[src/rtl/hamming_sec_codec_core_assert.svh]
// Assertion macros for the Hamming codec core
`ifndef HAMMING_SEC_CODEC_CORE_ASSERT_SVH
`define HAMMING_SEC_CODEC_CORE_ASSERT_SVH

`ifndef SYNTHESIS

// antecedent implies consequent, checked out of reset
`define HSC_ASSERT_IMPL(lbl, clk, rst_n, ante, cons, msg) \
    lbl: assert property (@(posedge clk) disable iff (!rst_n) (ante) |-> (cons)) \
        else $error(msg);

// condition holds at every edge out of reset
`define HSC_ASSERT_ALWAYS(lbl, clk, rst_n, cond, msg) \
    lbl: assert property (@(posedge clk) disable iff (!rst_n) (cond)) \
        else $error(msg);

`else

`define HSC_ASSERT_IMPL(lbl, clk, rst_n, ante, cons, msg)
`define HSC_ASSERT_ALWAYS(lbl, clk, rst_n, cond, msg)

`endif

`endif

[src/rtl/hsc_pkg.sv]
`default_nettype none

package hsc_pkg;

    localparam int MAX_CODE_BITS = 64;
    localparam int SYND_BITS     = 7;
    localparam int LEN_BITS      = 7;
    localparam int MSG_BITS      = 6;

    // operation codes
    localparam logic FUNC_ENCODE = 1'b0;
    localparam logic FUNC_DECODE = 1'b1;

    // result status codes
    localparam logic [1:0] STATUS_OK     = 2'd0;
    localparam logic [1:0] STATUS_FIXED  = 2'd1;
    localparam logic [1:0] STATUS_UNCORR = 2'd2;

    // input word
    typedef struct packed {
        logic                     func;
        logic [MAX_CODE_BITS-1:0] data_in;
    } cmd_t;

    // result word
    typedef struct packed {
        logic [MAX_CODE_BITS-1:0] code_out;
        logic [SYND_BITS-1:0]     syndrome;
        logic [1:0]               status;
    } res_t;

    // stage 1 -> stage 2
    typedef struct packed {
        logic                     valid;
        logic                     func;
        logic [MAX_CODE_BITS-1:0] word;
    } s1_t;

    // stage 2 -> stage 3
    typedef struct packed {
        logic                     valid;
        logic                     func;
        logic [MAX_CODE_BITS-1:0] word;
        logic [SYND_BITS-1:0]     synd;
    } s2_t;

    function automatic logic is_pow2(input int p);
        return (p != 0) && ((p & (p - 1)) == 0);
    endfunction

    // message bit that lands at codeword position p (p not a power of two)
    function automatic logic [MSG_BITS-1:0] msg_index(input int p);
        int cnt;
        cnt = 0;
        for (int q = 1; q < p; q++)
        begin
            if (!is_pow2(q))
            begin
                cnt = cnt + 1;
            end
        end
        return MSG_BITS'(cnt);
    endfunction

    // codeword length from the message length register
    // msg 0 counts as 1, lengths past 57 clamp to 57 (63-bit codeword)
    function automatic logic [LEN_BITS-1:0] code_len(input logic [MSG_BITS-1:0] msg);
        logic [LEN_BITS-1:0] m;
        logic [LEN_BITS-1:0] r;
        m = {1'b0, msg};
        if (m == '0)
        begin
            m = LEN_BITS'(1);
        end
        else if (m > LEN_BITS'(57))
        begin
            m = LEN_BITS'(57);
        end
        if (m <= LEN_BITS'(1))
        begin
            r = LEN_BITS'(2);
        end
        else if (m <= LEN_BITS'(4))
        begin
            r = LEN_BITS'(3);
        end
        else if (m <= LEN_BITS'(11))
        begin
            r = LEN_BITS'(4);
        end
        else if (m <= LEN_BITS'(26))
        begin
            r = LEN_BITS'(5);
        end
        else
        begin
            r = LEN_BITS'(6);
        end
        return m + r;
    endfunction

endpackage

`default_nettype wire

[src/rtl/hsc_expand.sv]
`default_nettype none

// Stage 1: spread message bits over data positions, or take the codeword,
// and mask to the codeword length
module hsc_expand (
    input  wire logic                        clk,
    input  wire logic                        rst_n,
    input  wire logic                        accept,
    input  wire hsc_pkg::cmd_t               cmd,
    input  wire logic [hsc_pkg::LEN_BITS-1:0] code_len,
    output hsc_pkg::s1_t                     s1
);

    logic [hsc_pkg::MAX_CODE_BITS-1:0] expd;
    logic [hsc_pkg::MAX_CODE_BITS-1:0] mask;
    logic [hsc_pkg::MAX_CODE_BITS-1:0] word_next;

    logic                              valid_reg;
    logic                              func_reg;
    logic [hsc_pkg::MAX_CODE_BITS-1:0] word_reg;

    // fixed wiring of message bits to non-power-of-two positions
    always_comb
    begin
        for (int b = 0; b < hsc_pkg::MAX_CODE_BITS; b++)
        begin
            if (hsc_pkg::is_pow2(b + 1))
            begin
                expd[b] = 1'b0;
            end
            else
            begin
                expd[b] = cmd.data_in[hsc_pkg::msg_index(b + 1)];
            end
            mask[b] = (hsc_pkg::LEN_BITS'(b) < code_len);
        end
        if (cmd.func == hsc_pkg::FUNC_DECODE)
        begin
            word_next = cmd.data_in & mask;
        end
        else
        begin
            word_next = expd & mask;
        end
    end

    // valid bit
    always_ff @(posedge clk or negedge rst_n)
    begin
        if (!rst_n)
        begin
            valid_reg <= 1'b0;
        end
        else
        begin
            valid_reg <= accept;
        end
    end

    // payload
    always_ff @(posedge clk)
    begin
        if (accept)
        begin
            func_reg <= cmd.func;
            word_reg <= word_next;
        end
    end

    assign s1 = '{valid: valid_reg, func: func_reg, word: word_reg};

endmodule

`default_nettype wire

[src/rtl/hsc_syndrome.sv]
`default_nettype none

// Stage 2: parity check trees, bit i = XOR of positions with index bit i set
module hsc_syndrome (
    input  wire logic         clk,
    input  wire logic         rst_n,
    input  wire hsc_pkg::s1_t s1,
    output hsc_pkg::s2_t      s2
);

    logic [hsc_pkg::SYND_BITS-1:0]     synd_next;

    logic                              valid_reg;
    logic                              func_reg;
    logic [hsc_pkg::MAX_CODE_BITS-1:0] word_reg;
    logic [hsc_pkg::SYND_BITS-1:0]     synd_reg;

    // one XOR tree per syndrome bit
    always_comb
    begin
        synd_next = '0;
        for (int i = 0; i < hsc_pkg::SYND_BITS; i++)
        begin
            for (int b = 0; b < hsc_pkg::MAX_CODE_BITS; b++)
            begin
                if ((((b + 1) >> i) & 1) != 0)
                begin
                    synd_next[i] = synd_next[i] ^ s1.word[b];
                end
            end
        end
    end

    // valid bit
    always_ff @(posedge clk or negedge rst_n)
    begin
        if (!rst_n)
        begin
            valid_reg <= 1'b0;
        end
        else
        begin
            valid_reg <= s1.valid;
        end
    end

    // payload
    always_ff @(posedge clk)
    begin
        if (s1.valid)
        begin
            func_reg <= s1.func;
            word_reg <= s1.word;
            synd_reg <= synd_next;
        end
    end

    assign s2 = '{valid: valid_reg, func: func_reg, word: word_reg, synd: synd_reg};

endmodule

`default_nettype wire

[src/rtl/hsc_correct.sv]
`default_nettype none

// Stage 3: insert parity bits (encode) or flip the named bit when it lies within the codeword (decode)
module hsc_correct (
    input  wire logic                         clk,
    input  wire logic                         rst_n,
    input  wire hsc_pkg::s2_t                 s2,
    input  wire logic [hsc_pkg::LEN_BITS-1:0] code_len,
    output logic                              done,
    output hsc_pkg::res_t                     result
);

    hsc_pkg::res_t res_next;
    logic          in_range;

    logic          done_reg;
    hsc_pkg::res_t result_reg;

    // build the result word
    always_comb
    begin
        res_next.code_out = s2.word;
        res_next.syndrome = '0;
        res_next.status   = hsc_pkg::STATUS_OK;
        in_range = (hsc_pkg::LEN_BITS'(s2.synd) <= code_len);
        if (s2.func == hsc_pkg::FUNC_ENCODE)
        begin
            // parity bit i sits at position 2^i
            for (int i = 0; i < hsc_pkg::SYND_BITS; i++)
            begin
                res_next.code_out[(1 << i) - 1] = s2.word[(1 << i) - 1] | s2.synd[i];
            end
        end
        else
        begin
            res_next.syndrome = s2.synd;
            if (s2.synd != '0)
            begin
                if (in_range)
                begin
                    for (int b = 0; b < hsc_pkg::MAX_CODE_BITS; b++)
                    begin
                        if (s2.synd == hsc_pkg::SYND_BITS'(b + 1))
                        begin
                            res_next.code_out[b] = ~s2.word[b];
                        end
                    end
                    res_next.status = hsc_pkg::STATUS_FIXED;
                end
                else
                begin
                    res_next.status = hsc_pkg::STATUS_UNCORR;
                end
            end
        end
    end

    // result strobe
    always_ff @(posedge clk or negedge rst_n)
    begin
        if (!rst_n)
        begin
            done_reg <= 1'b0;
        end
        else
        begin
            done_reg <= s2.valid;
        end
    end

    // result register
    always_ff @(posedge clk)
    begin
        if (s2.valid)
        begin
            result_reg <= res_next;
        end
    end

    assign done   = done_reg;
    assign result = result_reg;

endmodule

`default_nettype wire

[src/rtl/hamming_sec_codec_core.sv]
// Hamming SEC codec: an accepted start reaches the done strobe through the stage registers.
// Throughput one word per cycle: busy stays low, expand/check/correct stages
// each take a register stage and every stage carries its own valid bit.
// Reset (rst_n low, asynchronous) clears all valid bits and the done strobe and
// sets msg_len to 4 (7-bit codeword); the receiver cannot stall the results.
`default_nettype none

`include "hamming_sec_codec_core_assert.svh"

module hamming_sec_codec_core (
    input  wire logic                         clk,
    input  wire logic                         rst_n,
    input  wire logic                         start,
    output logic                              busy,
    input  wire hsc_pkg::cmd_t                cmd,
    input  wire logic                         cfg_we,
    input  wire logic [hsc_pkg::MSG_BITS-1:0] cfg_wdata,
    output logic                              done,
    output hsc_pkg::res_t                     result
);

    logic [hsc_pkg::LEN_BITS-1:0] code_len_reg;
    logic                         accept;
    hsc_pkg::s1_t                 s1;
    hsc_pkg::s2_t                 s2;

    // config register, held as the derived codeword length
    always_ff @(posedge clk or negedge rst_n)
    begin
        if (!rst_n)
        begin
            code_len_reg <= hsc_pkg::code_len(hsc_pkg::MSG_BITS'(4));
        end
        else if (cfg_we)
        begin
            code_len_reg <= hsc_pkg::code_len(cfg_wdata);
        end
    end

    // pipeline never stalls
    assign busy   = 1'b0;
    assign accept = start && !busy;

    hsc_expand u_expand (
        .clk      (clk),
        .rst_n    (rst_n),
        .accept   (accept),
        .cmd      (cmd),
        .code_len (code_len_reg),
        .s1       (s1)
    );

    hsc_syndrome u_syndrome (
        .clk   (clk),
        .rst_n (rst_n),
        .s1    (s1),
        .s2    (s2)
    );

    hsc_correct u_correct (
        .clk      (clk),
        .rst_n    (rst_n),
        .s2       (s2),
        .code_len (code_len_reg),
        .done     (done),
        .result   (result)
    );

    // checks
    `HSC_ASSERT_IMPL(a_latency, clk, rst_n, accept, ##3 done, "result strobe missing")
    `HSC_ASSERT_IMPL(a_uncorr, clk, rst_n, done && (result.status == hsc_pkg::STATUS_UNCORR), (hsc_pkg::LEN_BITS'(result.syndrome) > code_len_reg), "uncorrectable within length")
    `HSC_ASSERT_IMPL(a_clean, clk, rst_n, done && (result.status == hsc_pkg::STATUS_OK), (result.syndrome == '0), "nonzero syndrome with ok status")
    `HSC_ASSERT_ALWAYS(a_len, clk, rst_n, (code_len_reg >= hsc_pkg::LEN_BITS'(3)) && (code_len_reg <= hsc_pkg::LEN_BITS'(63)), "codeword length out of range")

endmodule

`default_nettype wire
[config.mk]
export PLATFORM = sky130hd
export DESIGN_NAME = hamming_sec_codec_core
export DESIGN_NICKNAME = d
export VERILOG_FILES = /design/src/rtl/hsc_pkg.sv /design/src/rtl/hsc_expand.sv /design/src/rtl/hsc_syndrome.sv /design/src/rtl/hsc_correct.sv /design/src/rtl/hamming_sec_codec_core.sv
export VERILOG_INCLUDE_DIRS = /design/src /design/src/rtl
export SDC_FILE = /design/constraint.sdc
export NUM_CORES = 1
export LEC_CHECK = 0
export BUFFER_PORTS_ARGS = -buffer_cell sky130_fd_sc_hd__buf_2
export CAP_MARGIN = 10
export CORE_UTILIZATION = 40
export DETAILED_ROUTE_END_ITERATION = 12
export GPL_ROUTABILITY_DRIVEN = 0
export PLACE_DENSITY = 0.57
export SLEW_MARGIN = 40
export SYNTH_ARGS = -nofsm -noshare
export SYNTH_HDL_FRONTEND = slang
export SYNTH_HIERARCHICAL = 1
export SYNTH_SLANG_ARGS = --single-unit
export TNS_END_PERCENT = 50
[constraint.sdc]
create_clock -name clk -period 5.45 [get_ports clk]
set_clock_uncertainty 0.05 [all_clocks]
set_input_delay 1.09 -clock clk [delete_from_list [all_inputs] [get_ports clk]]
set_output_delay 1.09 -clock clk [all_outputs]
set_load 0.01 [all_outputs]
======== Yosys cells after proc, flatten, opt, wreduce, memory -nomap -nowiden ========
Cells that the tools add are included.
Widths: inputs -> output; s select.
cells by class
  add/subtract/negate cells ............... 1
  multiply operators ...................... 0
  multiplexer cells ....................... 87
  bitwise operators ....................... 259
  div/mod/pow operators ................... 0
  reductions and logical operators ........ 3
  order comparisons ....................... 70
  shift operators ......................... 0
  equal/unequal tests ..................... 64
operators with widths
  operator            count
  $eq 7x6->1 const B  32
  $lt 6x7->1 const A  32
  $mux 64             3
  $xor 1x1->1         186
  $eq 7x5->1 const B  16
  $lt 5x7->1 const A  16
  $mux 1              70
  $and 63x64->64      1
  $and 64x64->64      1
  $not 1->1           64
  $eq 7x4->1 const B  8
  $lt 4x7->1 const A  8
  $mux 31             1
  $eq 7x3->1 const B  4
  $lt 3x7->1 const A  4
  $mux 7              4
  $mux 15             1
  $eq 7x2->1 const B  2
  $lt 1x7->1 const A  2
  $lt 2x7->1 const A  2
  $mux 3              3
  $mux 2              4
  $add 7x7->7         1
  $eq 7x1->1 const B  1
  12 further kinds    18
storage, ports and cells
  memory bits (read-only) ................. 0
  logic and storage cells ................. 496
  bits in latches ......................... 0
  RAM bits ................................ 0
  memories kept ........................... 0
  register bits ........................... 220

======== Logic depth before layout (Yosys ltp) ========
Gate-level depths: netlist of run 1.
  depth in word-level cells ............... 31
  gate-level depth with buffers ........... 9

======== By module ========
Netlist of run 1, hierarchy kept.
modules (own cells, without submodules)
  module                  sequential area each (um2)  instances  cells an instance  area an instance (um2)
  hsc_correct             2217.1                      1          294                3694.8
  hsc_expand              1976.9                      1          269                3439.5
  hsc_syndrome            2157.1                      1          167                3324.4
  hamming_sec_codec_core  178.9                       1          64                 563.0

======== Least setup slack after synthesis of run 1 ========
Ideal clock, no wire load.
  path kind ............................... input to register
  start ................................... in cfg_wdata[1] (netlist name)
  end ..................................... reg code_len_reg[4] (netlist name)
  stages .................................. 8
  data arrival time ....................... 2.637 ns
  setup slack ............................. 2.681 ns
  path buffers ............................ 0
  data required time ...................... 5.318 ns
  cell sequence ........................... nor2_1 -> nor2_1 -> a211o_1 -> ha_1 -> fa_1 -> a21o_1 -> a21o_1 -> a31oi_1
between the ends
  cells in the longest elaborated chain, start to end .. 11
  elaborated cells on any way between the ends .. 15
  those cells by class .................... add/sub (1); order compare (5); mux (8); reduce/logical (1)
ends and longest elaborated chain
  item                  RTL line                      text
  start, declared       hamming_sec_codec_core.sv:17  input wire logic [hsc_pkg::MSG_BITS-1:0] cfg_wdata,
  $gt 6x6->1            hsc_pkg.sv:75                 else if (m > LEN_BITS'(57))
  $mux 6                hsc_pkg.sv:75
  $mux 7 (*)            hsc_pkg.sv:71                 if (m == '0)
  $mux 7 (*)            hamming_sec_codec_core.sv:34  else if (cfg_we)
  $le 7x5->1            hsc_pkg.sv:91                 else if (m <= LEN_BITS'(26))
  $mux 2                hsc_pkg.sv:91
  $mux 2                hsc_pkg.sv:87                 else if (m <= LEN_BITS'(11))
  $mux 3                hsc_pkg.sv:83                 else if (m <= LEN_BITS'(4))
  $mux 3                hsc_pkg.sv:79                 if (m <= LEN_BITS'(1))
  $mux 7                hamming_sec_codec_core.sv:34
  $add 7x7->7 (*)       hsc_pkg.sv:99                 return m + r;
  end signal, assigned  hamming_sec_codec_core.sv:32  code_len_reg <= hsc_pkg::code_len(hsc_pkg::MSG_BITS'(4));
  end signal, assigned  hamming_sec_codec_core.sv:36  code_len_reg <= hsc_pkg::code_len(cfg_wdata);
  end, declared         hamming_sec_codec_core.sv:22  logic [hsc_pkg::LEN_BITS-1:0] code_len_reg;
Mark *: on every way between the ends. The rest lies on a longest branch, timed or not. The select of a mux whose other input is x is not followed.
A chain may end at the register's enable or synchronous reset.

==> out/qor.csv, run 1 <==
stage,metric,value,unit
yosys,syn_area,11020,um^2
yosys,synth_seq_cells,219,
worst_setup_path,r2r_end,u_correct/result[16],
worst_setup_path,crit_path_start,code_len_reg[6],
placement,dp_hpwl,20520,um
routing,wl_per_cell,21.11,um
sta,hold_viol_final,0,
global_route,grt_pass1_wl,40680,um
sta,relSlewSlack,46.97,%
sta,final.min_clock_period,3.090,ns
routing,drt_iter0_drc,609,
worst_setup_path,crit_slowest_cell,dfrtp_1,
cts,ctsResizeCount,0,
cts,cts.clk_slew.worst_paths,0.06,ns
worst_setup_path,cp.depth,7,
routing,dr.pass1.iters,5,
power_and_ir_drop,seq_power_share,42.9,%
routing,vias,6683,
yosys,synth_ff_type,edfxtp_1,
yosys,async_flop_share,4.566,%
cts,cts_buffers,24,
worst_setup_path,end_kind,flop,
power_and_ir_drop,internal_power,3.815,mW
yosys,yosysWarningCount,6,
sta,fmax,323.6,MHz
routing,drc_errors,0,
yosys,synth.yosys.seq_area_share,59.25,%
floorplanning,die_h,168.0,um
worst_hold_path,hold_path.class,flop to flop,
cts,cts_buffer_depth,3,
worst_setup_path,cp_data_required_time,5.70,ns
worst_setup_path,startpoint_type,flop,
sta,tightest_slew,0.7954,ns
layout,multiInputGateArea,4170,um^2
floorplanning,initial_core_util,40.78,%
floorplanning,num_rows,60,
floorplanning,die-area,28220,um^2
cts,postCtsSetupBuffers,0,
layout,nets,1019,
worst_setup_path,r2r-start,code_len_reg[6],
global_route,grt_max_degree,75,
power_and_ir_drop,ir_worst_vdd,0.0002748,V
layout,area_growth_syn_to_layout,16.01,%
status,outcome,"finished, final reports clean",
floorplanning,core_area,27030,um^2
worst_setup_path,critPathMaxStageDelay,0.73,ns
cts,cts_hold_buffers,0,
power_and_ir_drop,p_total,5.355,mW
worst_setup_path,crit_family,compound AO/OA/AOI/OAI gates,
sta,final-setup-viol-count,0,
worst_setup_path,crit_arrival,3.34,ns
layout,drive_above_1_share,23.87,%
routing,antenna_left,0,
routing,drt_wl_total,27280,um
layout,regArea,6533,um^2
power_and_ir_drop,p_sw_share,28.77,%
layout,fillers,2401,
global_route,grt-ovfl-total,0,
cts,h-tree-depth,1,
worst_hold_path,hold_start,u_expand/func_reg,
cts,cts-root-buf,clkbuf_16,
floorplanning,io_pins,150,
worst_setup_path,cp_max_fo,19,
power_and_ir_drop,clockPowerShare,31.4,%
worst_setup_path,ff2ff_setup_slack,2.36,ns
yosys,synth_edf_count,209,
power_and_ir_drop,p_switching,1.541,mW
yosys,synth_fp_nets,880,
yosys,yosys.area.top_type,edfxtp_1,
worst_setup_path,worstPathCellList,inv_1 -> ha_1 -> and4_1 -> nand2_1 -> o22ai_4 -> a221oi_1 -> a31oi_1,
global_route,antenna_found_initial,0,
power_and_ir_drop,leakagePower,4.864,nW
global_route,grt_pass1_vias,6535,
floorplanning,dieWidth,168.0,um
cts,clk_latency,0.51,ns
layout,layout_common_cells,"edfxtp_1, buf_2, xnor2_1, nand2_1, mux2i_1",
yosys,syn_avg_cell_area,13.88,um^2
yosys,syn_inst,794,
yosys,yosysTopAreaCellShare,56.94,%
worst_setup_path,r2r_cells,7,
worst_setup_path,cp-endpoint,u_correct/result[16],
routing,vias_per_cell,5.173,
power_and_ir_drop,p_comb_share,25.7,%
worst_setup_path,critPathBufInv,1,
layout,largest_reg_flops,73,
flow_run,drv_cap,0,
sta,fin_setup_tns,0,ns
sta,fin_crit_sh,56.70,%
global_route,grt_usage,19.26,%
placement,portBuffers,148,
layout,antenna_cells,0,
cts,cts_sinks,219,
yosys,synth.distinct_cells,69,
worst_setup_path,path_class,flop to flop,
sta,drv_slew,0,
cts,cts_tree,done,
layout,layout_commonest_cell,edfxtp_1,
yosys,synthTopCellsByArea,"edfxtp_1, xnor2_1, mux2i_1, xnor3_1, nand2_1",
sta,rsz0062_at_grt,no,
power_and_ir_drop,p_per_area,418.8,nW/um^2
cells by family (layout without fill, tap and decap cells):
kind of cell	after synthesis	count (layout)	share of synthesized area [%]
mux	60	60	5.472
buf+inv	51	208	3.178
xor+xnor	150	150	15.00
fa+ha+maj	11	11	1.317
simple gates	206	206	9.592
other cells	1	1	0.03402
compound gates	96	96	6.164
flops	219	219	59.25
power by group through the flow:
stage | Clock, mW | Combinational [mW] | Sequential, mW
floorplan | 0 | 1.07 | 2.24
global placement | 0 | 1.35 | 2.33
detailed placement | 0 | 1.37 | 2.33
CTS | 1.71 | 1.38 | 2.30
global route | 1.78 | 1.47 | 2.31
finish | 1.68 | 1.38 | 2.30
layout make-up:
class	count	area share, %
sequential	219	51.09
clock inverter	18	1.517
tap	341	3.337
timing repair buffer	153	6.194
clock buffer	26	4.922
inverter	11	0.3229
multi-input combinational	524	32.62
how the worst min path moves through the flow:
stage / endpoint / slack, ns / cells after the start
final: u_syndrome/func_reg / 0.37 / 0
after global routing: u_syndrome/func_reg / 0.38 / 0
after CTS: u_syndrome/func_reg / 0.37 / 0
after detailed placement: u_syndrome/func_reg / 0.35 / 0
after global placement: u_syndrome/synd_reg[6] / 0.36 / 0
after floorplan: u_syndrome/synd_reg[6] / 0.35 / 0
stage by stage:
stage | instances | hold slack, ns | util, % | cell area [um^2] | setup slack, ns
floorplan | 794 | 0.3503 | - | 11020 | 2.681
global placement | 1248 | 0.3581 | 44.12 | 11920 | 2.431
detailed placement | 1248 | 0.3545 | 44.26 | 11960 | 2.366
CTS | 1292 | 0.3693 | 47.31 | 12790 | 2.442
global route | 1292 | 0.3830 | 47.31 | 12790 | 2.172
finish | 1292 | 0.3671 | 47.31 | 12790 | 2.360
cells in the mapped netlist (all sizes together) (7+ instances only):
master and count:
nand2 72, o21ai 8, nand3 21, nor2 44, xnor2 117, a21oi 28
edfxtp 209, a211oi 25, and2 10, dfrtp 7, buf 38, ha 10
mux2i 58, a31oi 10, xor2 9, inv 10, xnor3 23, nor3 32
worst reg2reg max path, delay by kind of cell, from the launching register on:
kind / cells / cell delay [ns]
buffers and inverters: 1 / 0.11
AO/OA/AOI/OAI: 3 / 1.19
flip-flops: 1 / 0.73
AND/OR/NAND/NOR: 2 / 0.47
adder cells (fa/ha/maj): 1 / 0.34
layer usage:
metal / part of all wire [%] / vias up / global-route usage (%) / wire length (um)
met1: 49 / 3185 / 28.72 / 13300
met5: 0 / - / 0 / 0
met4: 1.6 / 0 / 5.185 / 439
li1: - / 3197 / - / -
met3: 5.9 / 28 / 2.656 / 1615
met2: 44 / 273 / 29.38 / 11930
(Power assumes the default switching activity.)
==> inputs of run 2 (changes only) <==
Settings changed: PLACE_DENSITY 0.57 to 0.59.
Clock period 5.45 ns to 2.6 ns, I/O delays scaled along.
==> run 2 against run 1 <==
  * Die area did not move
  * Hold slack got worse by 0.072 ns
  * Critical path depth did not move
  * Setup slack got worse by 2.1 ns
  * Wire length fell by 3.1%
  * Sequential share of layout area fell by 0.36 points
  * Via count rose by 0.43%
  * Fmax rose by 30%
  * Clock power rose by 80%
  * Final cell count rose by 1.2%
  * Largest cell class unchanged
==> out/qor.csv, run 2 (synthesis results as in run 1) <==
stage,metric,value,unit,change
power_and_ir_drop,ir_worst_vdd,0.0004070,V,was 0.0002748 V
worst_setup_path,r2r_end,u_correct/result[12],,was u_correct/result[16]
worst_setup_path,crit_slowest_cell,edfxtp_1,,was dfrtp_1
routing,dr.pass1.iters,7,,was 5
worst_setup_path,cp_max_fo,19,,unchanged
floorplanning,die_h,168.0,um,unchanged
cts,cts-root-buf,clkbuf_16,,unchanged
cts,cts_tree,done,,unchanged
routing,antenna_left,0,,unchanged
sta,rsz0062_at_grt,no,,unchanged
layout,final_cell_area,12880,um^2,"was 12,790 um^2"
floorplanning,num_rows,60,,unchanged
floorplanning,core_area,27030,um^2,unchanged
worst_setup_path,cp_data_required_time,2.78,ns,was 5.70 ns
layout,final_util,47.64,%,was 47.31%
worst_setup_path,r2r_cells,7,,unchanged
layout,fillers,2427,,"was 2,401"
cts,ctsResizeCount,0,,unchanged
worst_setup_path,end_kind,flop,,unchanged
worst_hold_path,whs_endpoint,code_len_reg[6],,was u_syndrome/func_reg
placement,dp_hpwl,20550,um,"was 20,520 um"
global_route,grt_usage,18.85,%,was 19.26%
sta,hold_viol_final,0,,unchanged
worst_setup_path,crit_arrival,2.56,ns,was 3.34 ns
sta,drv_slew,0,,unchanged
routing,wl_per_cell,20.22,um,was 21.11 um
power_and_ir_drop,p_per_area,845.1,nW/um^2,was 418.8 nW/um^2
layout,area_growth_syn_to_layout,16.82,%,was 16.01%
sta,fin_setup_tns,0,ns,unchanged
worst_setup_path,path_class,flop to flop,,unchanged
placement,place_area,12180,um^2,"was 11,960 um^2"
global_route,grt_max_degree,75,,unchanged
sta,relSlewSlack,50.04,%,was 46.97%
cts,cts.clk_slew.worst_paths,0.06,ns,about the same
power_and_ir_drop,leakagePower,4.932,nW,was 4.864 nW
global_route,met1_usage,28.17,%,was 28.72%
global_route,grt_pass1_wl,39830,um,"was 40,680 um"
layout,drive_above_1_share,24.92,%,was 23.87%
worst_setup_path,startpoint_type,flop,,unchanged
routing,drt_wl_total,26450,um,"was 27,280 um"
global_route,busiest_layer,met2,,unchanged
cts,h-tree-depth,1,,unchanged
cts,cts_hold_buffers,1,,was 0
flow_run,drv_cap,0,,unchanged
sta,fmax,420.6,MHz,was 323.6 MHz
floorplanning,initial_core_util,40.78,%,unchanged
worst_hold_path,hold_depth,3,,was 0
global_route,grt-ovfl-total,0,,unchanged
layout,layout_common_cells,"edfxtp_1, buf_2, xnor2_1, nand2_1, mux2i_1",,unchanged
cts,postCtsSetupBuffers,0,,unchanged
global_route,grt_pass1_vias,6562,,"was 6,535"
cts,cts_buffers,22,,was 24
sta,fin_crit_sh,91.44,%,was 56.70%
routing,drt_iter0_drc,563,,was 609
floorplanning,die-area,28220,um^2,unchanged
placement,portBuffers,148,,unchanged
worst_hold_path,hold_start,cfg_wdata[5],,was u_expand/func_reg
status,outcome,"finished, final reports clean",,unchanged
routing,drc_errors,0,,unchanged
cts,cts_sinks,219,,unchanged
layout,largest_reg_flops,73,,unchanged
cts,cts_buffer_depth,3,,unchanged
global_route,antenna_found_initial,0,,unchanged
sta,tightest_slew,0.7460,ns,was 0.7954 ns
layout,layout_commonest_cell,edfxtp_1,,unchanged
power_and_ir_drop,p_total,10.88,mW,was 5.355 mW
cts,clk_latency,0.50,ns,was 0.51 ns
sta,final-setup-viol-count,0,,unchanged
floorplanning,io_pins,150,,unchanged
worst_hold_path,hold_path.class,primary input to flop,,was flop to flop
routing,vias_per_cell,5.131,,was 5.173
global_route,grtUsageMet3,2.374,%,was 2.656%
worst_setup_path,ff2ff_setup_slack,0.22,ns,was 2.36 ns
layout,antenna_cells,0,,unchanged
layout,nets,1040,,"was 1,019"
worst_setup_path,critPathMaxStageDelay,0.51,ns,was 0.73 ns
global_route,use_met2,29.04,%,was 29.38%
floorplanning,dieWidth,168.0,um,unchanged
sta,final.min_clock_period,2.377,ns,was 3.090 ns
worst_setup_path,r2r-start,u_syndrome/synd_reg[4],,was code_len_reg[6]
worst_setup_path,worstPathCellList,ha_1 -> and4_1 -> a21boi_4 -> o22ai_4 -> buf_12 -> a221oi_1 -> a31oi_1,,was inv_1 -> ha_1 -> and4_1 -> nand2_1 -> o22ai_4 -> a221oi_1 -> a31oi_1
routing,vias,6712,,"was 6,683"
## run 2: metrics by stage
| stage | worst slack (ns) | cells | hold WS [ns] |
|---|---|---|---|
| CTS | 0.2443 | 1308 | 0.2770 |
| floorplan | 0.4006 | 794 | 0.1744 |
| global placement | 0.1556 | 1270 | 0.3509 |
| finish | 0.2225 | 1308 | 0.2946 |
| global route | 0.08439 | 1308 | 0.2876 |
| detailed placement | 0.06801 | 1270 | 0.3572 |
## run 2: worst max-delay path by stage
stage | from | end | slack [ns]
finish | u_syndrome/synd_reg[4] | u_correct/result[12] | 0.22
detailed placement | cfg_wdata[3] | code_len_reg[4] | 0.07
CTS | u_syndrome/synd_reg[4] | u_correct/result[40] | 0.24
floorplan | cfg_wdata[1] | code_len_reg[4] | 0.40
global placement | cfg_wdata[3] | code_len_reg[4] | 0.16
global route | u_syndrome/synd_reg[4] | u_correct/result[10] | 0.08
## run 2: cell type report
cell class / count / area, um^2 / area share (%)
Sequential cell: 219 / 6533 / 50.73
Clock inverter: 12 / 107.6 / 0.8357
Clock buffer: 25 / 583.1 / 4.528
Inverter: 11 / 41.29 / 0.3207
Timing Repair Buffer: 176 / 1044 / 8.104
Tap cell: 341 / 426.7 / 3.314
Multi-Input combinational cell: 524 / 4141 / 32.16
## run 2: routing by layer
layer / share of wire, % / vias to the layer above
met4: 1.5 / 0
met5: 0 / -
met2: 44 / 261
met1: 49 / 3194
li1: - / 3235
met3: 6.0 / 22
## run 2: worst max-delay path: cells and delay by family (launching register included)
kind / cells / cell delay [ns]
compound gates: 4 / 0.77
flops: 1 / 0.51
fa+ha+maj: 1 / 0.35
simple gates: 1 / 0.24
buf+inv: 1 / 0.18
## run 2: power by group
part	leakage [nW]	internal [mW]	switching, mW	total (mW)
clock network	0.340	1.79	1.24	3.03
registers	2.20	4.41	0.265	4.67
logic	2.39	1.56	1.62	3.18
total	4.93	7.76	3.12	10.9
